[src/rtl/assert_macros.svh]
// assertion helpers used by rcsr_datapath
`ifndef ASSERT_MACROS_SVH
`define ASSERT_MACROS_SVH

// same-cycle implication
`define RCSR_AST_IMP(lbl, ante, cons) \
  lbl: assert property (@(posedge clk) disable iff (!rst_n) (ante) |-> (cons)) \
    else $error("rcsr assertion failed");

// next-cycle implication
`define RCSR_AST_NXT(lbl, ante, cons) \
  lbl: assert property (@(posedge clk) disable iff (!rst_n) (ante) |=> (cons)) \
    else $error("rcsr assertion failed");

`endif

[src/rtl/rcsr_pkg.sv]
package rcsr_pkg;

  typedef logic [3:0]  cmd_type_t;
  typedef logic [2:0]  slot_t;
  typedef logic [31:0] handle_t;

  localparam int SLOT_COUNT_DEF = 8;
  localparam int RUN_DEPTH_DEF  = 16;
  localparam int FIXED_CNT      = 5;

  localparam cmd_type_t TYPE_DRAW_LAST = 4'd3;
  localparam cmd_type_t TYPE_TOPOLOGY  = 4'd4;
  localparam cmd_type_t TYPE_BLEND     = 4'd5;
  localparam cmd_type_t TYPE_VBUF      = 4'd6;
  localparam cmd_type_t TYPE_IBUF      = 4'd7;
  localparam cmd_type_t TYPE_PIPELINE  = 4'd8;
  localparam cmd_type_t TYPE_CBUF      = 4'd9;
  localparam cmd_type_t TYPE_SAMPLER   = 4'd10;
  localparam cmd_type_t TYPE_TEX       = 4'd11;
  localparam cmd_type_t TYPE_RT_TEX    = 4'd12;
  localparam cmd_type_t TYPE_PASS      = 4'd13;

  typedef enum logic [2:0] {
    EM_PASS,
    EM_STATE,
    EM_REPLAY,
    EM_CMD,
    EM_OVF
  } emit_sel_t;

  typedef struct packed {
    logic      in_ready;
    logic      mem_rd;
    logic      fl_start;
    logic      fl_step;
    logic      ins;
    logic      clr_held;
    logic      clr_list;
    logic      rp_start;
    logic      rp_step;
    logic      rp_clr_pend;
    logic      emit;
    emit_sel_t emit_sel;
    logic      emit_last;
  } ctl_t;

  typedef struct packed {
    logic en;
    logic is_draw;
    logic is_known;
    logic eol;
    logic full;
    logic held_empty;
    logic pend;
    logic k_at_np;
    logic k_at_ns;
    logic ns_zero;
    logic k_last_p;
    logic k_last_s;
    logic rp_done;
    logic rp_hit;
    logic out_free;
  } sts_t;

  function automatic slot_t slot_of(cmd_type_t t, slot_t s);
    return (t >= TYPE_CBUF && t <= TYPE_RT_TEX) ? s : 3'd0;
  endfunction

  // -1 when the command is not remembered
  function automatic int shadow_index(cmd_type_t t, slot_t s, int slot_count);
    unique case (t)
      TYPE_PIPELINE: return 0;
      TYPE_TOPOLOGY: return 1;
      TYPE_BLEND:    return 2;
      TYPE_VBUF:     return 3;
      TYPE_IBUF:     return 4;
      default:       ;
    endcase
    if (int'(s) >= slot_count) return -1;
    if (t == TYPE_CBUF) return FIXED_CNT + int'(s);
    if (t == TYPE_SAMPLER) return FIXED_CNT + slot_count + int'(s);
    if (t == TYPE_TEX || t == TYPE_RT_TEX) return FIXED_CNT + 2 * slot_count + int'(s);
    return -1;
  endfunction

  function automatic cmd_type_t fixed_kind(logic [2:0] i);
    unique case (i)
      3'd0:    return TYPE_PIPELINE;
      3'd1:    return TYPE_TOPOLOGY;
      3'd2:    return TYPE_BLEND;
      3'd3:    return TYPE_VBUF;
      default: return TYPE_IBUF;
    endcase
  endfunction

endpackage

[src/rtl/rcsr_ctrl.sv]
module rcsr_ctrl import rcsr_pkg::*; (
  input  logic clk,
  input  logic rst_n,
  input  logic in_valid,
  input  sts_t sts,
  output ctl_t ctl
);

  typedef enum logic [3:0] {
    S_IDLE,
    S_DEC,
    S_FLP_RD,
    S_FLP_EM,
    S_FLS_RD,
    S_FLS_EM,
    S_RP_START,
    S_RP,
    S_CMD,
    S_INS,
    S_CLEAR
  } state_t;

  state_t state_r, state_nxt;
  logic   pre_r, rp_r, cmd_r, ins_r, post_r, clr_r, pre_fin_r, in_post_r;
  logic   pre_nxt, rp_nxt, cmd_nxt, ins_nxt, post_nxt, clr_nxt, pre_fin_nxt, in_post_nxt;
  logic   fin;

  assign fin = in_post_r || pre_fin_r;

  always_comb begin
    ctl          = '0;
    ctl.emit_sel = EM_CMD;
    state_nxt    = state_r;
    pre_nxt      = pre_r;
    rp_nxt       = rp_r;
    cmd_nxt      = cmd_r;
    ins_nxt      = ins_r;
    post_nxt     = post_r;
    clr_nxt      = clr_r;
    pre_fin_nxt  = pre_fin_r;
    in_post_nxt  = in_post_r;
    unique case (state_r)
      S_IDLE: begin
        ctl.in_ready = 1'b1;
        if (in_valid) state_nxt = S_DEC;
      end
      S_DEC: begin
        pre_nxt     = !sts.en || sts.is_draw;
        rp_nxt      = sts.en && sts.is_draw;
        cmd_nxt     = (!sts.en && sts.is_known) || (sts.en && sts.is_draw) ||
                      (sts.en && sts.is_known && sts.full);
        ins_nxt     = sts.en && sts.is_known && !sts.is_draw && !sts.full;
        post_nxt    = sts.en && sts.eol;
        clr_nxt     = !sts.en || sts.eol;
        pre_fin_nxt = !cmd_nxt;
        in_post_nxt = 1'b0;
        ctl.fl_start = 1'b1;
        priority if (pre_nxt) state_nxt = S_FLP_RD;
        else if (cmd_nxt) state_nxt = S_CMD;
        else if (ins_nxt) state_nxt = S_INS;
        else if (post_nxt) begin
          in_post_nxt = 1'b1;
          state_nxt   = S_FLP_RD;
        end else state_nxt = S_IDLE;
      end
      S_FLP_RD: begin
        if (sts.k_at_np) begin
          ctl.fl_start = 1'b1;
          state_nxt    = S_FLS_RD;
        end else begin
          ctl.mem_rd = 1'b1;
          state_nxt  = S_FLP_EM;
        end
      end
      S_FLP_EM: begin
        if (sts.out_free) begin
          ctl.emit      = 1'b1;
          ctl.emit_sel  = EM_PASS;
          ctl.emit_last = fin && sts.k_last_p && sts.ns_zero;
          ctl.fl_step   = 1'b1;
          state_nxt     = S_FLP_RD;
        end
      end
      S_FLS_RD: begin
        if (sts.k_at_ns) begin
          ctl.clr_held = 1'b1;
          priority if (in_post_r) state_nxt = S_CLEAR;
          else if (rp_r) state_nxt = S_RP_START;
          else if (cmd_r) state_nxt = S_CMD;
          else state_nxt = S_CLEAR;
        end else begin
          ctl.mem_rd = 1'b1;
          state_nxt  = S_FLS_EM;
        end
      end
      S_FLS_EM: begin
        if (sts.out_free) begin
          ctl.emit      = 1'b1;
          ctl.emit_sel  = EM_STATE;
          ctl.emit_last = fin && sts.k_last_s;
          ctl.fl_step   = 1'b1;
          state_nxt     = S_FLS_RD;
        end
      end
      S_RP_START: begin
        if (sts.pend) begin
          ctl.rp_start = 1'b1;
          state_nxt    = S_RP;
        end else begin
          state_nxt = S_CMD;
        end
      end
      S_RP: begin
        priority if (sts.rp_done) begin
          ctl.rp_clr_pend = 1'b1;
          state_nxt       = S_CMD;
        end else if (sts.rp_hit) begin
          if (sts.out_free) begin
            ctl.emit     = 1'b1;
            ctl.emit_sel = EM_REPLAY;
            ctl.rp_step  = 1'b1;
          end
        end else begin
          ctl.rp_step = 1'b1;
        end
      end
      S_CMD: begin
        if (sts.out_free) begin
          ctl.emit      = 1'b1;
          ctl.emit_sel  = (sts.en && !sts.is_draw) ? EM_OVF : EM_CMD;
          ctl.emit_last = !(post_r && !sts.held_empty);
          priority if (post_r) begin
            ctl.fl_start = 1'b1;
            in_post_nxt  = 1'b1;
            state_nxt    = S_FLP_RD;
          end else if (clr_r) state_nxt = S_CLEAR;
          else state_nxt = S_IDLE;
        end
      end
      S_INS: begin
        ctl.ins = 1'b1;
        if (post_r) begin
          ctl.fl_start = 1'b1;
          in_post_nxt  = 1'b1;
          state_nxt    = S_FLP_RD;
        end else begin
          state_nxt = S_IDLE;
        end
      end
      default: begin
        ctl.clr_list = 1'b1;
        state_nxt    = S_IDLE;
      end
    endcase
  end

  always_ff @(posedge clk) begin
    if (!rst_n) begin
      state_r   <= S_IDLE;
      pre_r     <= 1'b0;
      rp_r      <= 1'b0;
      cmd_r     <= 1'b0;
      ins_r     <= 1'b0;
      post_r    <= 1'b0;
      clr_r     <= 1'b0;
      pre_fin_r <= 1'b0;
      in_post_r <= 1'b0;
    end else begin
      state_r   <= state_nxt;
      pre_r     <= pre_nxt;
      rp_r      <= rp_nxt;
      cmd_r     <= cmd_nxt;
      ins_r     <= ins_nxt;
      post_r    <= post_nxt;
      clr_r     <= clr_nxt;
      pre_fin_r <= pre_fin_nxt;
      in_post_r <= in_post_nxt;
    end
  end

endmodule

[config.mk]
export PLATFORM = sky130hd
export DESIGN_NAME = rcsr_ctrl
export DESIGN_NICKNAME = d
export VERILOG_FILES = /design/src/rtl/assert_macros.svh /design/src/rtl/rcsr_pkg.sv /design/src/rtl/rcsr_ctrl.sv
export SDC_FILE = /design/constraint.sdc
export NUM_CORES = 1
export LEC_CHECK = 0
export ABC_AREA = 0
export BUFFER_PORTS_ARGS = -buffer_cell sky130_fd_sc_hd__buf_2
export CORE_UTILIZATION = 45
export CTS_BUF_LIST = sky130_fd_sc_hd__clkbuf_8
export DETAILED_ROUTE_END_ITERATION = 7
export PLACE_DENSITY = 0.72
export SYNTH_ARGS = -nofsm -noshare
export SYNTH_HDL_FRONTEND = slang
export SYNTH_SLANG_ARGS = --single-unit
[constraint.sdc]
create_clock -name clk -period 2 [get_ports clk]
set_input_delay 0.4 -clock clk [delete_from_list [all_inputs] [get_ports clk]]
set_output_delay 0.4 -clock clk [all_outputs]
set_load 0.01 [all_outputs]
==> impl_metrics.env <==
export IMPL_cts_max_level=1
export IMPL_via_per_inst=6.18
export IMPL_syn_area_per_cell_um2=7.37
export IMPL_clockBufferDepth=2
export IMPL_synth_top_family_by_area="compound AO/OA/AOI/OAI gates"
export IMPL_antenna_found_initial=0
export IMPL_worstSkewPairLatency_ns=0.24
export IMPL_critPathMaxFanout=11
export IMPL_pre_cts_ws_ns=0.207
export IMPL_grt_max_degree=12
export IMPL_syn2layout_area_growth_pct=33.0
export IMPL_ys_flop_type="dfxtp_1"
export IMPL_pin_count=33
export IMPL_dp_hpwl_mm=2.43
export IMPL_ys_warn_count=0
export IMPL_cts_tree="done"
export IMPL_synthMuxAreaShare=0.0106
export IMPL_hold_class="in -> reg"
export IMPL_setup_ws_ns=0.0695
export IMPL_grt_pass1_wl_mm=4.79
export IMPL_dieArea_um2=2280
export IMPL_synth_edf_count=0
export IMPL_hold_ws_ns=0.423
export IMPL_fp_dieH_um=47.8
export IMPL_final_max_slew_violation_count=0
export IMPL_endpoint_kind="output port"
export IMPL_synthXorXnorAreaFrac=0
export IMPL_syn_nets=146
export IMPL_grt_total_usage=0.303
export IMPL_final_common_cell="buf_2"
export IMPL_ys_seq_area_frac=0.212
export IMPL_grt_pass1_vias=1031
export IMPL_fin_worst_skew_ns=0.00529
export IMPL_tightestPinTransition_ns=0.402
export IMPL_nNetsFinal=187
export IMPL_ir_drop_uv=453
export IMPL_postCtsSetupBuffers=0
export IMPL_fin_setup_tns_ns=0
export IMPL_grt_ovfl_total=0
export IMPL_power_leakage_nw=0.525
export IMPL_drcViolationCount=0
export IMPL_setup_violations_final=0
export IMPL_final_hold_viol_count=0
export IMPL_vias=1206
export IMPL_cts_buffers=3
export IMPL_num_rows=16
export IMPL_synthAdderAreaFrac=0
export IMPL_synth_area_um2=943
export IMPL_fmax_mhz=518
export IMPL_status="complete, no violations"
export IMPL_rsz0062_at_grt="no"
export IMPL_maxCapViolCount=0
export IMPL_async_reset_ff_frac=0
export IMPL_crit_path_start_kind="flip-flop"
export IMPL_syn_inst=128
export IMPL_synth_seq_cells=10
export IMPL_wirelength_mm=3.02
export IMPL_power_density_nw_per_um2=687
export IMPL_crit_required_ns=1.60
export IMPL_synthSimpleGateAreaFrac=0.346
export IMPL_layout_common_cells="buf_2, inv_1, buf_4"
export IMPL_dr_pass1_iters=4
export IMPL_cts_clk_slew_worst_paths_ns=0.05
export IMPL_root_buffer="clkbuf_8"
export IMPL_critPathArrivalTime_ns=1.53
export IMPL_fp_dieW_um=47.8
export IMPL_yosysUniqueCellTypes=45
export IMPL_drt_iter0_markers=62
export IMPL_period_needed_ns=1.93
export IMPL_synth_compound_gate_area_share=0.369
export IMPL_port_buffers=32
export IMPL_wl_per_cell_um=15.5
export IMPL_diodes=0
export IMPL_place_gp_congestion=0.977
export IMPL_max_slew_margin=0.731
export IMPL_ant_nets=0
export IMPL_core_area_um2=1960
export IMPL_floorplan_initialDensity=0.481
export IMPL_critical_path_class="reg -> out"
export IMPL_fin_crit_sh=0.965
export IMPL_drive_gt1_frac=0.321
export IMPL_cts_sinks=10
[final cells by class]
class,count,area (um^2)
repair buffers,41,228
fillers,196,707
flip-flops and latches,10,208
multi-input cells,104,697
inverters,9,33.8
well taps,27,33.8
clock buffers,4,55.1
[through the flow]
stage                     utilization  area [um^2]  std cells  total power [mW]
after floorplan                     -          943        128             0.470
after global placement          0.601         1180        191             0.595
after detailed placement        0.601         1180        191             0.599
after CTS                       0.633         1240        195             0.853
after global routing            0.640         1250        195             0.912
final                           0.640         1250        195             0.862
[power by group]
part,switching (mW),internal [mW],leakage (nW)
combinational,0.194,0.153,0.412
sequential,0.0346,0.227,0.0837
clock,0.0802,0.173,0.0288
[Yosys cell counts (2+ instances only)]
cell type,count,area [um^2]
and3_1,3,18.8
o21a_1,2,15.0
dfxtp_1,10,200
a311oi_1,3,26.3
buf_2,5,25.0
a221oi_1,2,17.5
o221ai_1,2,17.5
and2b_1,2,15.0
a21oi_1,8,40.0
nand2_1,8,30.0
o2111ai_1,2,17.5
a31oi_1,2,12.5
nand3_1,5,25.0
o32ai_1,2,17.5
nor2b_1,5,31.3
a32oi_1,2,17.5
nor3_1,5,25.0
o21ai_0,6,30.0
inv_1,9,33.8
o31ai_1,2,15.0
a21o_1,2,15.0
nand2b_1,7,43.8
nor2_1,9,33.8
nand4_1,2,12.5
a211oi_1,2,15.0
nor3b_1,2,15.0
[critical path, stage by stage, from the launching register on]
cell,delay (ns)
dfxtp_2,0.40
buf_4,0.20
nand4b_1,0.23
a211oi_1,0.28
buf_2,0.17
[timing repair]
action / in CTS / in global routing
gates resized for setup: 2 / 6
endpoints found under the setup margin: 4 / 8
hold buffers: 0 / 0
pin swaps: 1 / 0
[path summary, 6_finish.rpt]
kind | end | from | slack [ns] | cells after the start
setup / recovery | ctl[6] | state_r[1] | 0.07 | 4
hold / removal | in_post_r | rst_n | 0.42 | 3
setup reg to reg | state_r[0] | state_r[1] | 0.39 | 5
hold reg to reg | pre_fin_r | pre_fin_r | 0.45 | 2
[cell families (layout without fill, tap and decap cells)]
| family | Yosys count | count (layout) |
|---|---|---|
| flops | 10 | 10 |
| simple gates | 56 | 56 |
| mux | 1 | 1 |
| buf+inv | 14 | 54 |
| compound gates | 47 | 47 |
[layer usage]
metal / up-vias / global-route usage / wire length, um
met5: - / 0 / 0
met3: 5 / 0.0453 / 154
li1: 578 / - / -
met2: 58 / 0.497 / 1490
met4: 0 / 0.111 / 44
met1: 565 / 0.400 / 1330
[flip-flops by register name (all words and copies together), names as in the netlist]
signal / cells
pre_fin_r: 1
in_post_r: 1
rp_r: 1
cmd_r: 1
post_r: 1
state_r: 4
clr_r: 1
Power figures use the tool's default switching activity.
